## config.mk

```make
export PLATFORM = sky130hd
export DESIGN_NAME = rvd_queue
export DESIGN_NICKNAME = d
export VERILOG_FILES = /design/src/rtl/rvd_pkg.sv /design/src/rtl/rvd_queue.sv
export SDC_FILE = /design/constraint.sdc
export NUM_CORES = 1
export LEC_CHECK = 0
export BUFFER_PORTS_ARGS = -buffer_cell sky130_fd_sc_hd__buf_2
export CAP_MARGIN = 20
export CELL_PAD_IN_SITES_DETAIL_PLACEMENT = 1
export CELL_PAD_IN_SITES_GLOBAL_PLACEMENT = 1
export CORE_UTILIZATION = 50
export CTS_CLUSTER_SIZE = 16
export DETAILED_ROUTE_END_ITERATION = 6
export PLACE_DENSITY = 0.87
export RECOVER_POWER = 100
export REMOVE_ABC_BUFFERS = 1
export SYNTH_ARGS = -nofsm -noshare
export SYNTH_HDL_FRONTEND = slang
export SYNTH_SLANG_ARGS = --single-unit
```

## constraint.sdc

```tcl
create_clock -name i_clk -period 13.3 [get_ports i_clk]
set_input_delay 1.995 -clock i_clk [delete_from_list [all_inputs] [get_ports i_clk]]
set_output_delay 1.995 -clock i_clk [all_outputs]
set_load 0.005 [all_outputs]
```

## src/rtl/rvd_pkg.sv

```systemverilog
// ----------------------------------------------------------------------------
// rvd_pkg
// shared types and constants for the rv64im decode/execute block
// ----------------------------------------------------------------------------
package rvd_pkg;

    localparam logic [6:0] OPC_OP     = 7'h33;
    localparam logic [6:0] OPC_OPIMM  = 7'h13;
    localparam logic [6:0] OPC_OPIMMW = 7'h1B;
    localparam logic [6:0] OPC_OPW    = 7'h3B;
    localparam logic [6:0] OPC_LUI    = 7'h37;
    localparam logic [6:0] OPC_AUIPC  = 7'h17;
    localparam logic [6:0] OPC_JAL    = 7'h6F;
    localparam logic [6:0] OPC_JALR   = 7'h67;
    localparam logic [6:0] OPC_BRANCH = 7'h63;
    localparam logic [6:0] OPC_LOAD   = 7'h03;
    localparam logic [6:0] OPC_STORE  = 7'h23;
    localparam logic [6:0] OPC_SYSTEM = 7'h73;

    localparam logic [6:0]  F7_BASE  = 7'h00;
    localparam logic [6:0]  F7_MULDIV = 7'h01;
    localparam logic [6:0]  F7_ALT   = 7'h20;
    localparam logic [5:0]  SH_ALT   = 6'h10;
    localparam logic [31:0] ECALL_WORD = 32'h0000_0073;
    localparam logic [4:0]  REG_A0   = 5'd10;

    localparam logic [1:0] MEM_NONE  = 2'd0;
    localparam logic [1:0] MEM_LOAD  = 2'd1;
    localparam logic [1:0] MEM_STORE = 2'd2;

    typedef enum logic [4:0] {
        OP_NONE, OP_ADD, OP_SUB, OP_SLL, OP_SLT, OP_SLTU, OP_XOR, OP_SRL, OP_SRA,
        OP_OR, OP_AND, OP_ADDW, OP_SUBW, OP_SLLW, OP_SRLW, OP_SRAW, OP_MUL, OP_DIV,
        OP_LINK, OP_BEQ, OP_BNE, OP_BLT, OP_BGE, OP_BLTU, OP_BGEU
    } t_op;

    typedef struct packed {
        logic [4:0] dest_reg;
        logic       write_reg;
        logic       illegal;
        logic [1:0] mem_kind;
        logic [1:0] mem_size;
        logic       load_signed;
        logic       system_call;
        logic       long_latency;
    } t_info;

    typedef struct packed {
        t_op         op;
        logic [63:0] opa;
        logic [63:0] opb;
        logic [63:0] target;
        logic [63:0] link;
        logic [63:0] store_data;
        t_info       info;
    } t_uop;

endpackage

```

## src/rtl/rvd_queue.sv

```systemverilog
// ----------------------------------------------------------------------------
// rvd_queue
// small micro-op fifo between decode and execute
// ----------------------------------------------------------------------------
module rvd_queue #(
    parameter int DEPTH = 4
) (
    input  logic          i_clk,
    input  logic          i_rst_n,
    input  logic          i_push,
    input  rvd_pkg::t_uop i_uop,
    input  logic          i_pop,
    output rvd_pkg::t_uop o_head,
    output logic          o_empty,
    output logic          o_full
);
    import rvd_pkg::*;

    localparam int PW = (DEPTH > 1) ? $clog2(DEPTH) : 1;
    localparam int CW = $clog2(DEPTH + 1);
    localparam logic [PW-1:0] LAST = PW'(DEPTH - 1);

    t_uop          r_mem [DEPTH];
    logic [PW-1:0] r_wp, n_wp;
    logic [PW-1:0] r_rp, n_rp;
    logic [CW-1:0] r_cnt, n_cnt;

    assign o_empty = (r_cnt == '0);
    assign o_full  = (r_cnt == CW'(DEPTH));
    assign o_head  = r_mem[r_rp];

    always_comb begin
        n_wp  = r_wp;
        n_rp  = r_rp;
        n_cnt = r_cnt;
        if (i_push) begin
            n_wp = (r_wp == LAST) ? '0 : r_wp + 1'b1;
        end
        if (i_pop) begin
            n_rp = (r_rp == LAST) ? '0 : r_rp + 1'b1;
        end
        if (i_push && !i_pop) n_cnt = r_cnt + 1'b1;
        else if (!i_push && i_pop) n_cnt = r_cnt - 1'b1;
    end

    always_ff @(posedge i_clk) begin
        if (!i_rst_n) begin
            r_wp  <= '0;
            r_rp  <= '0;
            r_cnt <= '0;
        end else begin
            r_wp  <= n_wp;
            r_rp  <= n_rp;
            r_cnt <= n_cnt;
        end
    end

    always_ff @(posedge i_clk) begin
        if (i_push) begin
            r_mem[r_wp] <= i_uop;
        end
    end

endmodule

```

[Yosys cells after proc, flatten, opt, wreduce, memory -nomap -nowiden]
Memory sizes are Yosys's and may differ from the RTL's. A register that Yosys moved wholly into a read port is not among the register bits.
Index checks and enable logic that the tools add are counted.
Word-level totals
  memories kept: 1
  memory bits (writable): 1356
  logic and storage cells: 25
  bits in registers: 7
  input bits: 343
  output and inout bits: 341
Memories
  r_mem: words 4, width 339, rd ports 1, clocked after Yosys merged registers in 1, write ports 1, RTL line rvd_queue.sv:23  | t_uop r_mem [DEPTH];
Cells by class
  $add $sub $neg: 4
  reduce and logical (&&, ||, !) cells: 6
  mux-type cells: 8
  equal/unequal tests: 3
Operators with widths (count)
  2-to-1 mux 2 bit: 4
  2-to-1 mux 3 bit: 2
  adder 2 x 1 -> 2 bit (second input constant): 2
  == test 2 bit (second input constant): 2
  adder 3 x 1 -> 3 bit (second input constant): 1
  == test 3 bit (second input constant): 1
  zero test 3 bit: 1
  subtractor 3 x 1 -> 3 bit (second input constant): 1
  logical AND 1 bit: 2
  zero test 1 bit: 2
  2-to-1 mux 1 bit: 2
  nonzero test 2 bit: 1

[Depth between registers and ports, before layout]
  depth in word-level cells: 4
  gate-level depth with buffers: 7
  depth with buffers taken out: 7

[Worst setup path after synthesis]
No wires, ideal clock.
  path kind: in2reg
  from: input port i_push
  to: memory r_mem[0][0] in the netlist's numbering (enable)
  setup slack: 2.926 ns
  stages: 1
  data required time: 12.557 ns
  data arrival time: 9.631 ns
  setup time: 0.743 ns
  path buffers: 0
  path through: and2_1
On the way
  longest elaborated chain between the ends: 2
RTL lines
  start, declared: RTL line rvd_queue.sv:10  | input logic i_push,
  2-to-1 mux 1 bit: RTL line rvd_queue.sv:59  | if (i_push) begin
  2-to-1 mux 1 bit (not written as such): RTL line rvd_queue.sv:60  | r_mem[r_wp] <= i_uop;
  end, declared: RTL line rvd_queue.sv:23
No other way between the ends.

[Worst setup path after layout]
  from: input port i_push
  to: memory r_mem[3][17] in the netlist's numbering (enable)
Same word-level chain as after synthesis.

==> impl_metrics.json <==
{
  "status": "complete, but fails checks",
  "violations": "capacitance limit, slew limit",
  "ys.flop_type": "edfxtp_1",
  "die_h_um": 316.5,
  "synth_area_um2": 49460,
  "cpMostUsedCell": "clkbuf_1",
  "placed_area_um2": 54140,
  "wirelength_um": 124600,
  "end_kind": "flop",
  "avgViaCountPerCell": 5.843,
  "final_area_um2": 57550,
  "start_util_pct": 50.41,
  "cpMaxStageDelayCell": "clkbuf_2",
  "io_pins": 684,
  "grt_max_degree": 147,
  "p_int_mw": 7.320,
  "rrSetupSlack_ns": 4.77,
  "die_w_um": 316.5,
  "fmax_mhz": 106.4,
  "min_path_type": "reg2reg",
  "ys_types": 23,
  "worstMarginPinSlew_ns": 4.873,
  "p_total_mw": 9.442,
  "post-cts-setup-buffers": 0,
  "r2r-end": "r_mem[3][17]",
  "combPwrFrac_pct": 7.5,
  "maxSlewViolCount": 917,
  "antenna_found_initial": 38,
  "rows": 115,
  "drtIter0Drc": 1974,
  "synth_seq_cells": 1365,
  "dieArea_um2": 100200,
  "grt_pass1_vias": 25078,
  "yosysMostFrequentCell": "edfxtp_1",
  "r2r-start": "r_wp[0]",
  "p_clk_share_pct": 39.2,
  "synth_edf_count": 1356,
  "finalClockSkew_ns": 0.02667,
  "crit_fanout": 131,
  "ys_seq_area_share_pct": 82.68,
  "clkLatencyLatePin_ns": 0.74,
  "crit_family": "buffers and inverters",
  "worst-r2r-cell-count": 4,
  "powerDensity_nw_per_um2": 164.0,
  "syn_inst": 1815,
  "worst_hold_path.num_cells": 2,
  "drc": 0,
  "num_vias": 23373,
  "portBuffers": 683,
  "synth_commonest_cells": "edfxtp_1, mux4_2, buf_2",
  "clkTransAtPathRegs_ns": 0.06,
  "worstPathCellList": "clkbuf_1, and2_0, clkbuf_1, clkbuf_2",
  "timing.final.hold_violations": 0,
  "startpoint_type": "input pin",
  "p_sw_share_pct": 22.47,
  "cts_buffers": 137,
  "finalSetupViolCount": 0,
  "cts_root_buf": "clkbuf_16",
  "power.switching_mw": 2.122,
  "leakage_nw": 17.60,
  "synth_top_area_share_pct": 82.32,
  "fin_util_pct": 58.65,
  "ys_warn_count": 0,
  "slowest_delay_ns": 2.88,
  "track_usage_pct": 24.43,
  "ctsResizeCount": 0,
  "min_from": "r_rp[1]",
  "drv_cap": 13,
  "cp_data_required_time_ns": 13.53,
  "clock_path_buffers": 3,
  "final_antenna_net_count": 0,
  "drive_gt1_share_pct": 21.69,
  "crit_type": "in2reg",
  "yosys.area.top_type": "edfxtp_1",
  "synthTopCellsByArea": "edfxtp_1, mux4_2, buf_6",
  "crit_buf_inv": 3,
  "rsz0062_at_grt": "false",
  "finalCriticalPeriod_ns": 9.397,
  "arrival_ns": 9.63,
  "area_delta_synth_final_pct": 16.35,
  "place_congestion": 0.8368,
  "hpwlAfterDp_um": 75220,
  "avgSynthCellArea_um2": 27.25,
  "slew_headroom_pct": -225.1,
  "routedWlPerCell_um": 31.15,
  "p_seq_share_pct": 53.3,
  "grt_remaining_overflow": 0,
  "cts_sinks": 1365,
  "htree_levels": 4,
  "vdd_drop_max_v": 0.0001445,
  "grt_first_pass_wirelength_um": 173300,
  "finalCritPeriodShare_pct": 70.65,
  "hold_buffers": 0,
  "layout.nets": 2932,
  "core-area_um2": 98130,
  "first_pass_iters": 5,
  "worst_hold_slack_ns": 0.5783,
  "ys_async_sr_fraction_pct": 0,
  "cts_tree": "yes"
}
[sequential cells by signal, summed over array words and instances, names as in the netlist, named ones only]
name and flops:
r_cnt 3, r_rp 2, r_mem 1356, r_wp 2
[area by class of cell]
type                    instances  area (um2)
repair buffers                704        2815
clock inverters                65       588.1
well taps                    1287        1610
fillers                      8507       40580
clock buffers                 180        3662
multi-input cells             370        7898
flip-flops and latches       1365       40900
diodes                         25       62.56
inverters                       4       15.01
[through the flow]
stage                     setup TNS, ns  instances  setup slack [ns]
final                                 0       4000             3.903
after global routing                  0       3996             3.507
after CTS                             0       3975             7.050
after detailed placement              0       3730             7.893
after global placement                0       3729             7.887
after floorplan                -1170.26       1739            -3.452
[kinds of logic (layout without fill, tap and decap cells)]
group	Yosys count	in the layout	share of synthesized area, %
AO/OA/AOI/OAI	3	3	0.04047
XOR/XNOR	2	2	0.03542
adder cells (fa/ha/maj)	7	7	0.1922
buffers and inverters	80	953	1.351
flip-flops	1365	1365	82.68
multiplexers	343	343	15.52
other	0	25	0
AND/OR/NAND/NOR	15	15	0.1821
[power groups by stage]
| stage | combinational, mW | sequential [mW] | clock, mW |
|---|---|---|---|
| final | 0.709 | 5.03 | 3.70 |
| after global routing | 0.753 | 5.04 | 3.89 |
| after CTS | 0.760 | 5.01 | 3.77 |
| after detailed placement | 0.745 | 5.10 | 0 |
| after global placement | 0.705 | 5.07 | 0 |
| after floorplan | 0.470 | 5.17 | 0 |
[worst max path at each step]
| stage | start | end | slack, ns | cells after the start |
|---|---|---|---|---|
| after floorplan | flop | o_head[0] | -3.45 | 1 |
| after global placement | i_push | r_mem[1][296] | 7.89 | 4 |
| after detailed placement | flop | o_head[314] | 7.89 | 4 |
| after CTS | flop | o_head[207] | 7.05 | 4 |
| after global routing | i_push | r_mem[3][17] | 3.51 | 4 |
| final | i_push | r_mem[3][17] | 3.90 | 4 |
[worst register-to-register path, cell delays in order (launching register included)]
cell and delay (ns):
dfxtp_1 0.45, ha_1 0.27, and2_0 1.98, clkbuf_1 2.12, clkbuf_2 2.94
[layer usage]
layer  up-vias  share of wire (%)  GRT usage (%)  wire length, um
li1       9495                  -              -                -
met1     12301                 34          28.14            42510
met2      1288                 53          41.43            65430
met3       261                9.7          8.260            12120
met4        28                3.5          11.04             4343
met5         -               0.15              0              187
[cells in the final DEF, fill, tap and decap left out, drive strengths merged]
cell type / count
ha: 6
and2: 5
edfxtp: 1356
nor3: 2
buf: 59
xor2: 1
or3: 1
clkbuf: 825
fa: 1
dfxtp: 9
o21a: 1
mux4: 339
diode: 25
nor2b: 5
o21ai: 1
clkinvlp: 3
mux2i: 4
inv: 14
a21boi: 1
nor3b: 1
clkinv: 46
xnor2: 1
bufinv: 6
nor2: 1
Power figures use the tool's default switching activity.
